[src/acrl_pkg.sv]
// shared types and constants for the associative cache with lru or random replacement
package acrl_pkg;

  localparam int KEY_W      = 16;
  localparam int PAY_W      = 32;
  localparam int STAMP_W    = 32;
  localparam int SLOT_W     = 4;
  localparam int LFSR_W     = 16;
  localparam int CFG_IDX_W  = 2;
  localparam int CFG_DATA_W = 16;

  // lfsr start value used at reset and for a zero seed
  localparam logic [LFSR_W-1:0] SEED_DEFAULT = 16'd44257;
  localparam logic [LFSR_W-1:0] LFSR_TAPS    = 16'hB400;

  // configuration register indexes
  localparam logic [CFG_IDX_W-1:0] CFG_REPLACE_MODE = 2'd0;
  localparam logic [CFG_IDX_W-1:0] CFG_RANDOM_SEED  = 2'd1;

  typedef enum logic {
    OP_LOOKUP = 1'b0,
    OP_INSERT = 1'b1
  } op_e;

  typedef enum logic {
    REPL_RANDOM = 1'b0,
    REPL_LRU    = 1'b1
  } repl_e;

  // control from the sequencer to the random victim unit
  typedef struct packed {
    logic              start;
    logic              seed_we;
    logic [LFSR_W-1:0] seed;
  } rand_ctl_t;

endpackage

[src/acrl_rand.sv]
// random victim unit: galois lfsr and reciprocal reduction modulo the entry count
module acrl_rand #(
  parameter int ENTRIES = 16
) (
  input  logic                       clk_i,
  input  logic                       rst_ni,
  input  acrl_pkg::rand_ctl_t        ctl_i,
  output logic                       busy_o,
  output logic [$clog2(ENTRIES)-1:0] victim_o
);

  localparam int IW  = $clog2(ENTRIES);
  localparam int LW  = acrl_pkg::LFSR_W;
  // quotient by multiply and shift, exact for every lfsr value
  localparam int RSH = LW + IW;
  localparam int RW  = LW + 2;
  localparam int PW  = LW + RW;
  localparam logic [RW-1:0] RECIP =
    RW'(((64'd1 << RSH) + 64'(ENTRIES) - 64'd1) / 64'(ENTRIES));
  localparam logic [LW-1:0] ENT_K = LW'(ENTRIES);

  logic [LW-1:0] lfsr_q, lfsr_d, lfsr_next;
  logic [LW-1:0] quot_q, quot_d;
  logic [IW-1:0] rem_q, rem_d;
  logic          phase_q, phase_d;
  logic          busy_q, busy_d;
  logic [PW-1:0] prod;
  logic [LW-1:0] back;

  // one galois step, shifting right
  always_comb begin
    lfsr_next = lfsr_q >> 1;
    if (lfsr_q[0]) begin
      lfsr_next = lfsr_next ^ acrl_pkg::LFSR_TAPS;
    end
  end

  // quotient from the reciprocal, remainder from the registered quotient
  assign prod = PW'(lfsr_q) * PW'(RECIP);
  assign back = quot_q * ENT_K;

  always_comb begin
    lfsr_d  = lfsr_q;
    quot_d  = quot_q;
    rem_d   = rem_q;
    phase_d = phase_q;
    busy_d  = busy_q;
    if (ctl_i.seed_we) begin
      lfsr_d = (ctl_i.seed == '0) ? acrl_pkg::SEED_DEFAULT : ctl_i.seed;
    end else if (ctl_i.start) begin
      lfsr_d  = lfsr_next;
      phase_d = 1'b0;
      busy_d  = 1'b1;
    end else if (busy_q) begin
      if (!phase_q) begin
        quot_d  = LW'(prod >> RSH);
        phase_d = 1'b1;
      end else begin
        rem_d   = IW'(lfsr_q - back);
        phase_d = 1'b0;
        busy_d  = 1'b0;
      end
    end
  end

  always_ff @(posedge clk_i or negedge rst_ni) begin
    if (!rst_ni) begin
      lfsr_q  <= acrl_pkg::SEED_DEFAULT;
      phase_q <= 1'b0;
      busy_q  <= 1'b0;
    end else begin
      lfsr_q  <= lfsr_d;
      phase_q <= phase_d;
      busy_q  <= busy_d;
    end
  end

  // quotient and remainder registers are payload
  always_ff @(posedge clk_i) begin
    quot_q <= quot_d;
    rem_q  <= rem_d;
  end

  assign busy_o   = busy_q;
  assign victim_o = rem_q;

endmodule

[src/assoc_cache_lru_random_top.sv]
// top level of the fully associative cache with lru or random replacement
//
// Usage: items arrive on the in channel (opcode, key, payload) and are
// taken at an edge with in_valid_i high and in_stall_o low. Each item gives
// exactly one result on the out channel, taken at an edge with out_valid_o
// high and out_stall_i low. in_stall_o stays high while an item is at work.
// Operation: a lookup reads the entries one per cycle through the registered
// read port and stops at the first match, or skips the scan on an empty
// store; an insert into a non-full store writes the next free entry; a
// full-store insert scans all stamps in lru mode and takes the victim of the
// random unit in random mode.
// Configuration: writes on the cfg channel are always taken (cfg_ready_o is
// high); index 0 selects replacement (0 random, 1 lru), index 1 loads the
// lfsr seed. Write it only while no item is in flight.
// Reset: empties the store, clears the access clock, selects lru mode and
// loads the default seed. No memory clearing pass is needed.
// Stall: a finished result waits in the output register; the next item is
// accepted meanwhile and its result is held back until the register frees.
module assoc_cache_lru_random_top #(
  parameter int ENTRIES = 16
) (
  input  logic                             clk_i,
  input  logic                             rst_ni,
  // item channel
  input  logic                             in_valid_i,
  output logic                             in_stall_o,
  input  logic                             opcode_i,
  input  logic [acrl_pkg::KEY_W-1:0]       key_i,
  input  logic [acrl_pkg::PAY_W-1:0]       payload_i,
  // result channel
  output logic                             out_valid_o,
  input  logic                             out_stall_i,
  output logic                             hit_o,
  output logic [acrl_pkg::PAY_W-1:0]       hit_payload_o,
  output logic [acrl_pkg::SLOT_W-1:0]      slot_o,
  output logic                             evicted_o,
  output logic [acrl_pkg::PAY_W-1:0]       evicted_payload_o,
  // configuration channel
  input  logic                             cfg_valid_i,
  output logic                             cfg_ready_o,
  input  logic [acrl_pkg::CFG_IDX_W-1:0]   cfg_index_i,
  input  logic [acrl_pkg::CFG_DATA_W-1:0]  cfg_data_i
);

  localparam int IW = $clog2(ENTRIES);
  localparam logic [IW:0] ENT_C = (IW + 1)'(ENTRIES);

  localparam logic [2:0] S_IDLE = 3'd0;
  localparam logic [2:0] S_SCAN = 3'd1;
  localparam logic [2:0] S_RAND = 3'd2;
  localparam logic [2:0] S_RDV  = 3'd3;
  localparam logic [2:0] S_WR   = 3'd4;
  localparam logic [2:0] S_OUT  = 3'd5;

  // entry memories
  logic [acrl_pkg::KEY_W-1:0]   key_mem   [ENTRIES];
  logic [acrl_pkg::PAY_W-1:0]   data_mem  [ENTRIES];
  logic [acrl_pkg::STAMP_W-1:0] stamp_mem [ENTRIES];
  logic [acrl_pkg::KEY_W-1:0]   rd_key_q;
  logic [acrl_pkg::PAY_W-1:0]   rd_data_q;
  logic [acrl_pkg::STAMP_W-1:0] rd_stamp_q;
  logic [IW-1:0]                rd_addr;
  logic                         we_entry, we_stamp;

  // control state
  logic [2:0]                   state_q, state_d;
  acrl_pkg::repl_e              mode_q, mode_d;
  logic [IW:0]                  fill_q, fill_d;
  logic [acrl_pkg::STAMP_W-1:0] clock_q, clock_d;
  logic [IW:0]                  rd_idx_q, rd_idx_d;
  logic                         cmp_vld_q, cmp_vld_d;
  logic                         out_valid_q, out_valid_d;

  // item and result registers
  acrl_pkg::op_e                op_q, op_d;
  logic [acrl_pkg::KEY_W-1:0]   key_q, key_d;
  logic [acrl_pkg::PAY_W-1:0]   pay_q, pay_d;
  logic [IW-1:0]                cmp_idx_q, cmp_idx_d;
  logic                         hit_q, hit_d;
  logic [acrl_pkg::PAY_W-1:0]   hit_data_q, hit_data_d;
  logic [IW-1:0]                slot_q, slot_d;
  logic                         evict_q, evict_d;
  logic [acrl_pkg::PAY_W-1:0]   ev_data_q, ev_data_d;
  logic [acrl_pkg::STAMP_W-1:0] best_stamp_q, best_stamp_d;

  // output register
  logic                         o_hit_q, o_evict_q;
  logic [acrl_pkg::PAY_W-1:0]   o_hit_data_q, o_ev_data_q;
  logic [IW-1:0]                o_slot_q;
  logic                         out_load;

  logic                         in_xfer;
  logic [IW:0]                  scan_limit;
  logic                         issue;
  logic                         rand_start;
  acrl_pkg::rand_ctl_t          rand_ctl;
  logic                         rand_busy;
  logic [IW-1:0]                rand_victim;

  acrl_rand #(
    .ENTRIES (ENTRIES)
  ) u_rand (
    .clk_i    (clk_i),
    .rst_ni   (rst_ni),
    .ctl_i    (rand_ctl),
    .busy_o   (rand_busy),
    .victim_o (rand_victim)
  );

  assign cfg_ready_o = 1'b1;
  assign in_stall_o  = (state_q != S_IDLE);
  assign in_xfer     = in_valid_i && !in_stall_o;

  // scan bound: filled entries for a lookup, all entries for an lru victim
  assign scan_limit = (op_q == acrl_pkg::OP_LOOKUP) ? fill_q : ENT_C;
  assign issue      = (state_q == S_SCAN) && (rd_idx_q < scan_limit);

  // configuration decode
  always_comb begin
    mode_d           = mode_q;
    rand_ctl.start   = rand_start;
    rand_ctl.seed_we = 1'b0;
    rand_ctl.seed    = cfg_data_i;
    if (cfg_valid_i && cfg_ready_o) begin
      unique case (cfg_index_i)
        acrl_pkg::CFG_REPLACE_MODE: mode_d = acrl_pkg::repl_e'(cfg_data_i[0]);
        acrl_pkg::CFG_RANDOM_SEED:  rand_ctl.seed_we = 1'b1;
        default: ;
      endcase
    end
  end

  // sequencer
  always_comb begin
    state_d        = state_q;
    fill_d         = fill_q;
    clock_d        = clock_q;
    rd_idx_d       = rd_idx_q;
    cmp_vld_d      = 1'b0;
    cmp_idx_d      = rd_idx_q[IW-1:0];
    op_d           = op_q;
    key_d          = key_q;
    pay_d          = pay_q;
    hit_d          = hit_q;
    hit_data_d     = hit_data_q;
    slot_d         = slot_q;
    evict_d        = evict_q;
    ev_data_d      = ev_data_q;
    best_stamp_d   = best_stamp_q;
    rd_addr        = rd_idx_q[IW-1:0];
    we_entry       = 1'b0;
    we_stamp       = 1'b0;
    rand_start     = 1'b0;
    out_load       = 1'b0;

    unique case (state_q)
      S_IDLE: begin
        if (in_xfer) begin
          op_d       = acrl_pkg::op_e'(opcode_i);
          key_d      = key_i;
          pay_d      = payload_i;
          clock_d    = (clock_q == '1) ? clock_q : clock_q + 1'b1;
          rd_idx_d   = '0;
          hit_d      = 1'b0;
          hit_data_d = '0;
          slot_d     = '0;
          evict_d    = 1'b0;
          ev_data_d  = '0;
          if (acrl_pkg::op_e'(opcode_i) == acrl_pkg::OP_LOOKUP) begin
            state_d = (fill_q == '0) ? S_OUT : S_SCAN;
          end else if (fill_q < ENT_C) begin
            slot_d  = fill_q[IW-1:0];
            fill_d  = fill_q + 1'b1;
            state_d = S_WR;
          end else if (mode_q == acrl_pkg::REPL_RANDOM) begin
            rand_start = 1'b1;
            state_d    = S_RAND;
          end else begin
            state_d = S_SCAN;
          end
        end
      end

      S_SCAN: begin
        // issue one read a cycle, compare the entry from the registered read port
        if (issue) begin
          rd_idx_d  = rd_idx_q + 1'b1;
          cmp_vld_d = 1'b1;
        end
        if (cmp_vld_q) begin
          if (op_q == acrl_pkg::OP_LOOKUP) begin
            if (rd_key_q == key_q) begin
              hit_d      = 1'b1;
              hit_data_d = rd_data_q;
              slot_d     = cmp_idx_q;
              cmp_vld_d  = 1'b0;
              state_d    = S_WR;
            end
          end else if (cmp_idx_q == '0 || rd_stamp_q < best_stamp_q) begin
            best_stamp_d = rd_stamp_q;
            slot_d       = cmp_idx_q;
            ev_data_d    = rd_data_q;
          end
        end
        if (!issue && !cmp_vld_q) begin
          if (op_q == acrl_pkg::OP_LOOKUP) begin
            state_d = S_OUT;
          end else begin
            evict_d = 1'b1;
            state_d = S_WR;
          end
        end
      end

      S_RAND: begin
        rd_addr = rand_victim;
        if (!rand_busy) begin
          slot_d  = rand_victim;
          state_d = S_RDV;
        end
      end

      S_RDV: begin
        evict_d   = 1'b1;
        ev_data_d = rd_data_q;
        state_d   = S_WR;
      end

      S_WR: begin
        we_stamp = 1'b1;
        we_entry = (op_q == acrl_pkg::OP_INSERT);
        state_d  = S_OUT;
      end

      S_OUT: begin
        if (!out_valid_q || !out_stall_i) begin
          out_load = 1'b1;
          state_d  = S_IDLE;
        end
      end

      default: state_d = S_IDLE;
    endcase
  end

  // output valid follows loads and transfers
  always_comb begin
    out_valid_d = out_valid_q;
    if (out_load) begin
      out_valid_d = 1'b1;
    end else if (out_valid_q && !out_stall_i) begin
      out_valid_d = 1'b0;
    end
  end

  always_ff @(posedge clk_i or negedge rst_ni) begin
    if (!rst_ni) begin
      state_q     <= S_IDLE;
      mode_q      <= acrl_pkg::REPL_LRU;
      fill_q      <= '0;
      clock_q     <= '0;
      rd_idx_q    <= '0;
      cmp_vld_q   <= 1'b0;
      out_valid_q <= 1'b0;
    end else begin
      state_q     <= state_d;
      mode_q      <= mode_d;
      fill_q      <= fill_d;
      clock_q     <= clock_d;
      rd_idx_q    <= rd_idx_d;
      cmp_vld_q   <= cmp_vld_d;
      out_valid_q <= out_valid_d;
    end
  end

  // item and result payload
  always_ff @(posedge clk_i) begin
    op_q         <= op_d;
    key_q        <= key_d;
    pay_q        <= pay_d;
    cmp_idx_q    <= cmp_idx_d;
    hit_q        <= hit_d;
    hit_data_q   <= hit_data_d;
    slot_q       <= slot_d;
    evict_q      <= evict_d;
    ev_data_q    <= ev_data_d;
    best_stamp_q <= best_stamp_d;
    if (out_load) begin
      o_hit_q      <= hit_q;
      o_hit_data_q <= hit_data_q;
      o_slot_q     <= slot_q;
      o_evict_q    <= evict_q;
      o_ev_data_q  <= ev_data_q;
    end
  end

  // entry memories: one write port, one registered read port
  always_ff @(posedge clk_i) begin
    if (we_entry) begin
      key_mem[slot_q]  <= key_q;
      data_mem[slot_q] <= pay_q;
    end
    if (we_stamp) begin
      stamp_mem[slot_q] <= clock_q;
    end
    rd_key_q   <= key_mem[rd_addr];
    rd_data_q  <= data_mem[rd_addr];
    rd_stamp_q <= stamp_mem[rd_addr];
  end

  assign out_valid_o       = out_valid_q;
  assign hit_o             = o_hit_q;
  assign hit_payload_o     = o_hit_data_q;
  assign slot_o            = acrl_pkg::SLOT_W'(o_slot_q);
  assign evicted_o         = o_evict_q;
  assign evicted_payload_o = o_ev_data_q;

endmodule

[config.mk]
export PLATFORM = sky130hd
export DESIGN_NAME = assoc_cache_lru_random_top
export DESIGN_NICKNAME = d
export VERILOG_FILES = /design/src/acrl_pkg.sv /design/src/acrl_rand.sv /design/src/assoc_cache_lru_random_top.sv
export SDC_FILE = /design/constraint.sdc
export NUM_CORES = 2
export LEC_CHECK = 0
export ABC_AREA = 1
export BUFFER_PORTS_ARGS = -buffer_cell sky130_fd_sc_hd__buf_2
export CORE_ASPECT_RATIO = 1.2
export CORE_MARGIN = 1.5
export CORE_UTILIZATION = 60
export DETAILED_ROUTE_END_ITERATION = 7
export PLACE_DENSITY = 0.77
export SLEW_MARGIN = 20
export SYNTH_ARGS = -nofsm -noshare
export SYNTH_HDL_FRONTEND = slang
export SYNTH_SLANG_ARGS = --single-unit
[constraint.sdc]
create_clock -name clk_i -period 10.45 [get_ports clk_i]
set_clock_uncertainty 0.05 [all_clocks]
set_input_delay 0.5225 -clock clk_i [delete_from_list [all_inputs] [get_ports clk_i]]
set_output_delay 0.5225 -clock clk_i [all_outputs]
set_load 0.02 [all_outputs]
# Word-level counts from Yosys, hierarchy flattened
# Memory sizes are Yosys's and may differ from the RTL's. A register that Yosys moved wholly into a read port is not among the register bits.
# Index checks and enable logic that the tools add are counted.
# W data, S select, Z words.
# op_classes
addsub	4
order_cmp	3
n_eq_ne	23
mux	75
bitwise	4
reduce_logical	36
# op_table
cell	count
$mux W32	7
$pmux W32 S3	1
$mux W16	4
$pmux W32 S2	1
$mux W4	9
$mux W1	34
$add A32 B1 Y32 const B	1
$eq A32 B32 Y1 const B	1
$lt A32 B32 Y1	1
$mux W3	10
$pmux W3 S6	1
$eq A16 B16 Y1	1
$logic_not A16 Y1	1
$reduce_and A4 Y1	4
$mux W5	3
$ne A2 B2 Y1 const B	7
$ne A3 B2 Y1 const B	4
$pmux W4 S3	1
$reduce_and A6 Y1	2
$add A5 B1 Y5 const B	2
$pmux W5 S2	1
$reduce_and A5 Y1	2
$reduce_bool A3 Y1	3
$reduce_bool A2 Y1	4
23 further kinds	40
# totals
regBits	295
mem_bits_rw	1280
input_bits	72
output_inout_bits	73
wordCells	174
memories	3
# mem_list
name	words	width	rd	rd_clocked_by_memory_dff	write_ports	line	text
data_mem	16	32	1	1	1	assoc_cache_lru_random_top.sv:57	logic [acrl_pkg::PAY_W-1:0] data_mem [ENTRIES];
stamp_mem	16	32	1	1	1	assoc_cache_lru_random_top.sv:58	logic [acrl_pkg::STAMP_W-1:0] stamp_mem [ENTRIES];
key_mem	16	16	1	1	1	assoc_cache_lru_random_top.sv:56	logic [acrl_pkg::KEY_W-1:0] key_mem [ENTRIES];

# Longest topological paths before layout
# depth
ltp_word	8
ltp_mapped	15
mapped_depth_nobuf	15

# Cells and area by module
# Synthesis repeated with hierarchy kept, for this count alone.
# hier_totals
cells_unflattened	4932
area_unflattened_um2	65051.1
# by_module_without_submodules
mod	n_inst	cells_per_inst	area_each_um2	seq_area_each_um2
assoc_cache_lru_random_top	1	4797	63941.3	47957.2
acrl_rand	1	135	1109.8	580.6

# Worst setup path before layout
# Ideal clock, no wire load.
# synth_path
kind	reg2reg
from	register state_q[1]
to	memory data_mem[14][0] (netlist bit), enable pin
setup_time_ns	0.513
arrival_time_ns	4.357
t_required_ns	9.887
setup_slack_ns	5.530
path_stages_with_launch	6
n_path_buf	0
synth_period_minus_slack_ns	4.920
path_cell_list	dfrtp_1 > nor2_1 > inv_1 > nor2_1 > nand2_1 > nor3_1
# synth_via
elab_chain_cells	4
# synth_rtl
item	line	text
start, declared	assoc_cache_lru_random_top.sv:66	logic [2:0] state_q, state_d;
start signal, assigned	assoc_cache_lru_random_top.sv:266	state_q <= state_d;
$eq A3 B3 Y1	assoc_cache_lru_random_top.sv:156	unique case (state_q)
$mux W1	assoc_cache_lru_random_top.sv:156	
$mux W1	assoc_cache_lru_random_top.sv:299	if (we_entry) begin
$mux W1 (implied by the code)	assoc_cache_lru_random_top.sv:301	data_mem[slot_q] <= pay_q;
end, declared	assoc_cache_lru_random_top.sv:57	
# Every way passes these cells.

# Final worst setup path
# layout_path
from	register state_q[2]
to	register rd_stamp_q[14] (netlist bit) (read register of stamp_mem)
# layout_via
elab_chain_cells	2
# layout_rtl
item	line	text
$eq A3 B2 Y1	assoc_cache_lru_random_top.sv:156	
$mux W4	assoc_cache_lru_random_top.sv:156	
end, declared	assoc_cache_lru_random_top.sv:61	logic [acrl_pkg::STAMP_W-1:0] rd_stamp_q;
# Every way passes these cells.
# A chain may end at the register's enable or synchronous reset.

==> run_results.csv <==
group,metric,value,unit
drt,finalWirelength,149000,um
timing,tightestPinTransition,1170,ps
timing,finalHoldViolCount,0,
drt,dr.pass1.iters,6,
synthesis,ys_top_cells_by_area,"edfxtp_1, o211ai_1, o21ai_0",
layout,ff_latch_area,0.0485,mm2
timing,fmax,218,MHz
drt,antenna_left,0,
layout,multi_input_area,0.0135,mm2
setup_path,crit_path_end_kind,"register",
timing,relSlewSlack,0.219,
clock_network,clock-root-buffer,"clkbuf_16",
placement,hpwl,69700,um
setup_path,worstPathArrival,5200,ps
timing,final-max-slew-violation-count,0,
status,status,"completed",
synthesis,syn_area,0.0647,mm2
drt,drc,0,
synthesis,ys_ff_latch,1655,
layout,final_nets,5170,
grt,grt_pass1_vias,39300,
synthesis,synth_edf_count,1505,
clock_network,cts_resized,0,
layout,layout_commonest_cell,"edfxtp_1",
setup_path,start_kind,"register",
synthesis,synth_top_area_share,0.698,
drt,vias,40000,
drt,viasPerCell,6.07,
grt,grt_max_degree,244,
grt,grt-ovfl-total,0,
die,die_area,0.110,mm2
power_and_ir_drop,ir_drop,0.236,mV
die,io_pins,145,
clock_network,path_clk_slew,60,ps
die,start_util,0.607,
clock_network,htreeDepth,4,
setup_path,critPathRequiredTime,11060,ps
power_and_ir_drop,cellPowerDensity,261,mW/mm2
placement,numPortBuffers,143,
drt,wl_per_cell,22.6,um
synthesis,syn_nets,5023,
synthesis,synthCells,4912,
layout,drive_above_1_share,0.0973,
clock_network,cts_setup_buffers,0,
synthesis,synth_cell_types,42,
setup_path,r2r_slack,5860,ps
synthesis,synth_ff_type,"edfxtp_1",
clock_network,numCtsBuffers,153,
min_path,hold_class,"in -> reg",
clock_network,cts_tree,"yes",
timing,rsz0062_at_grt,"no",
timing,setup_viol,0,
grt,grtUsageTotal,0.272,
die,coreArea,0.107,mm2
grt,antenna_found_initial,0,
grt,grt_pass1_wl,224000,um
die,die_x,303,um
synthesis,synth_warnings,0,
timing,setup_tns,0,ps
layout,area_delta_synth_final,12.1,%
synthesis,async_reset_ff_frac,0.0399,
power_and_ir_drop,power.leakage,26.5,nW
synthesis,ys_seq_area_frac,0.750,
setup_path,critPathKind,"reg -> reg",
synthesis,synth.avg_cell_area,13.2,um2
die,placementRows,131,
layout,final_cell_mix,"edfxtp_1, o211ai_1, nand2_1, nor2_1, inv_1",
clock_network,clockBufferDepth,3,
clock_network,numClockSinks,1655,
timing,finalCritPeriodShare,0.439,
layout,num-fill-cells,7070,
timing,fin_hold_ws,54.2,ps
synthesis,synth_area_leader_cell,"edfxtp_1",
timing,period_minus_slack,4590,ps
job,cap_violations,0,
clock_network,insertion_delay,780,ps
setup_path,crit_fanout,238,
die,die_y,363,um
placement,gp_congestion,0.837,
drt,drt_iter0_markers,4395,
sequential cells by signal, summed over array words and instances, names as in the netlist, 5 cells and up:
name,cells
best_stamp_q,32
pay_q,32
hit_data_q,32
rd_data_q,32
key_mem,256
hit_payload_o,32
u_rand.lfsr_q,16
stamp_mem,512
data_mem,512
evicted_payload_o,32
fill_q,5
clock_q,32
rd_stamp_q,32
key_q,16
rd_idx_q,5
ev_data_q,32
rd_key_q,16
where the power goes:
| part | total [mW] | switching [mW] | internal, mW |
|---|---|---|---|
| Sequential | 8.68 | 0.450 | 8.23 |
| Clock | 5.62 | 2.41 | 3.21 |
| Combinational | 4.65 | 3.32 | 1.33 |
| Total | 19.0 | 6.18 | 12.8 |
cells in the mapped netlist, types with 3 or more instances:
cell type / number
edfxtp_1: 1505
nor2_1: 534
o211ai_1: 533
nand2_1: 526
inv_1: 458
o21ai_0: 423
nand3_1: 194
clkbuf_1: 153
buf_2: 101
o21ai_1: 87
dfxtp_1: 84
dfrtp_1: 57
ha_1: 39
a21oi_1: 32
nor3_1: 32
xnor2_1: 26
xor2_1: 25
nand4_1: 22
buf_1: 12
dfstp_2: 9
inv_2: 8
buf_4: 7
buf_6: 6
nor4_1: 5
a31oi_1: 4
nor2_2: 4
and2_1: 3
o221ai_1: 3
o22ai_1: 3
path summary, 6_finish.rpt:
path,start,end,depth (start not counted)
worst max register to register,state_q[2],rd_stamp_q[14],11
min in group asynchronous,rst_ni,out_valid_o,2
worst min-delay path,cfg_data_i[13],u_rand.lfsr_q[13],3
max in group asynchronous,rst_ni,clock_q[5],2
worst max-delay path,state_q[2],rd_stamp_q[14],11
worst min register to register,hit_data_q[29],hit_payload_o[29],0
per-stage QoR:
stage | cells | util | setup slack [ps] | cell area (um2) | total power [mW]
2_1_floorplan | 4912 | - | 5530 | 64700 | 11.9
3_3_place_gp | 6232 | 0.626 | 6350 | 66800 | 13.2
3_5_place_dp | 6232 | 0.626 | 6130 | 66800 | 13.4
4_1_cts | 6584 | 0.680 | 6080 | 72500 | 19.0
5_1_grt | 6584 | 0.680 | 5640 | 72500 | 19.8
6_report | 6585 | 0.680 | 5860 | 72500 | 19.0
per-layer routing:
metal  GRT usage  wire, um  up-vias
met3      0.0418     12400      400
met5           0         0        -
li1            -         -    18000
met2       0.463     74300     1988
met1       0.348     56100    19600
met4       0.120      5760        0
worst max-delay path, cell delays in order, from the launching register on:
cell and delay [ps]:
dfrtp_1 410, inv_2 120, nand3_4 220, o21ai_4 220
buf_12 540, buf_12 690, buf_4 980, nand2_1 120
o211ai_1 140, o211ai_1 150, nand3_1 130, nand2_1 60
layout make-up:
cell class,instances,share of cell area
diodes,1,0.0000345
clock buffers,201,0.0581
clock inverters,83,0.0123
inverters,468,0.0244
multi-input cells,2510,0.186
flip-flops and latches,1655,0.669
well taps,1396,0.0241
repair buffers,271,0.0264
timing repair:
action | in CTS | in global routing
endpoints found under the hold margin | 123 | 0
hold buffers | 68 | 0
setup endpoints to repair | 0 | 0
cell families (layout without fill, tap and decap cells):
logic type | after synthesis | after routing | synth area share
xor gates and xnor gates | 51 | 51 | 0.00690
other | 1 | 2 | 0.0000579
adders and majority gates | 39 | 39 | 0.00754
buffers and inverters | 747 | 1023 | 0.0464
AOI/OAI and AO/OA | 1096 | 1096 | 0.106
and+or+nand+nor | 1323 | 1323 | 0.0828
DFF | 1655 | 1655 | 0.750
Note: power is estimated with default switching activity, not from simulation.
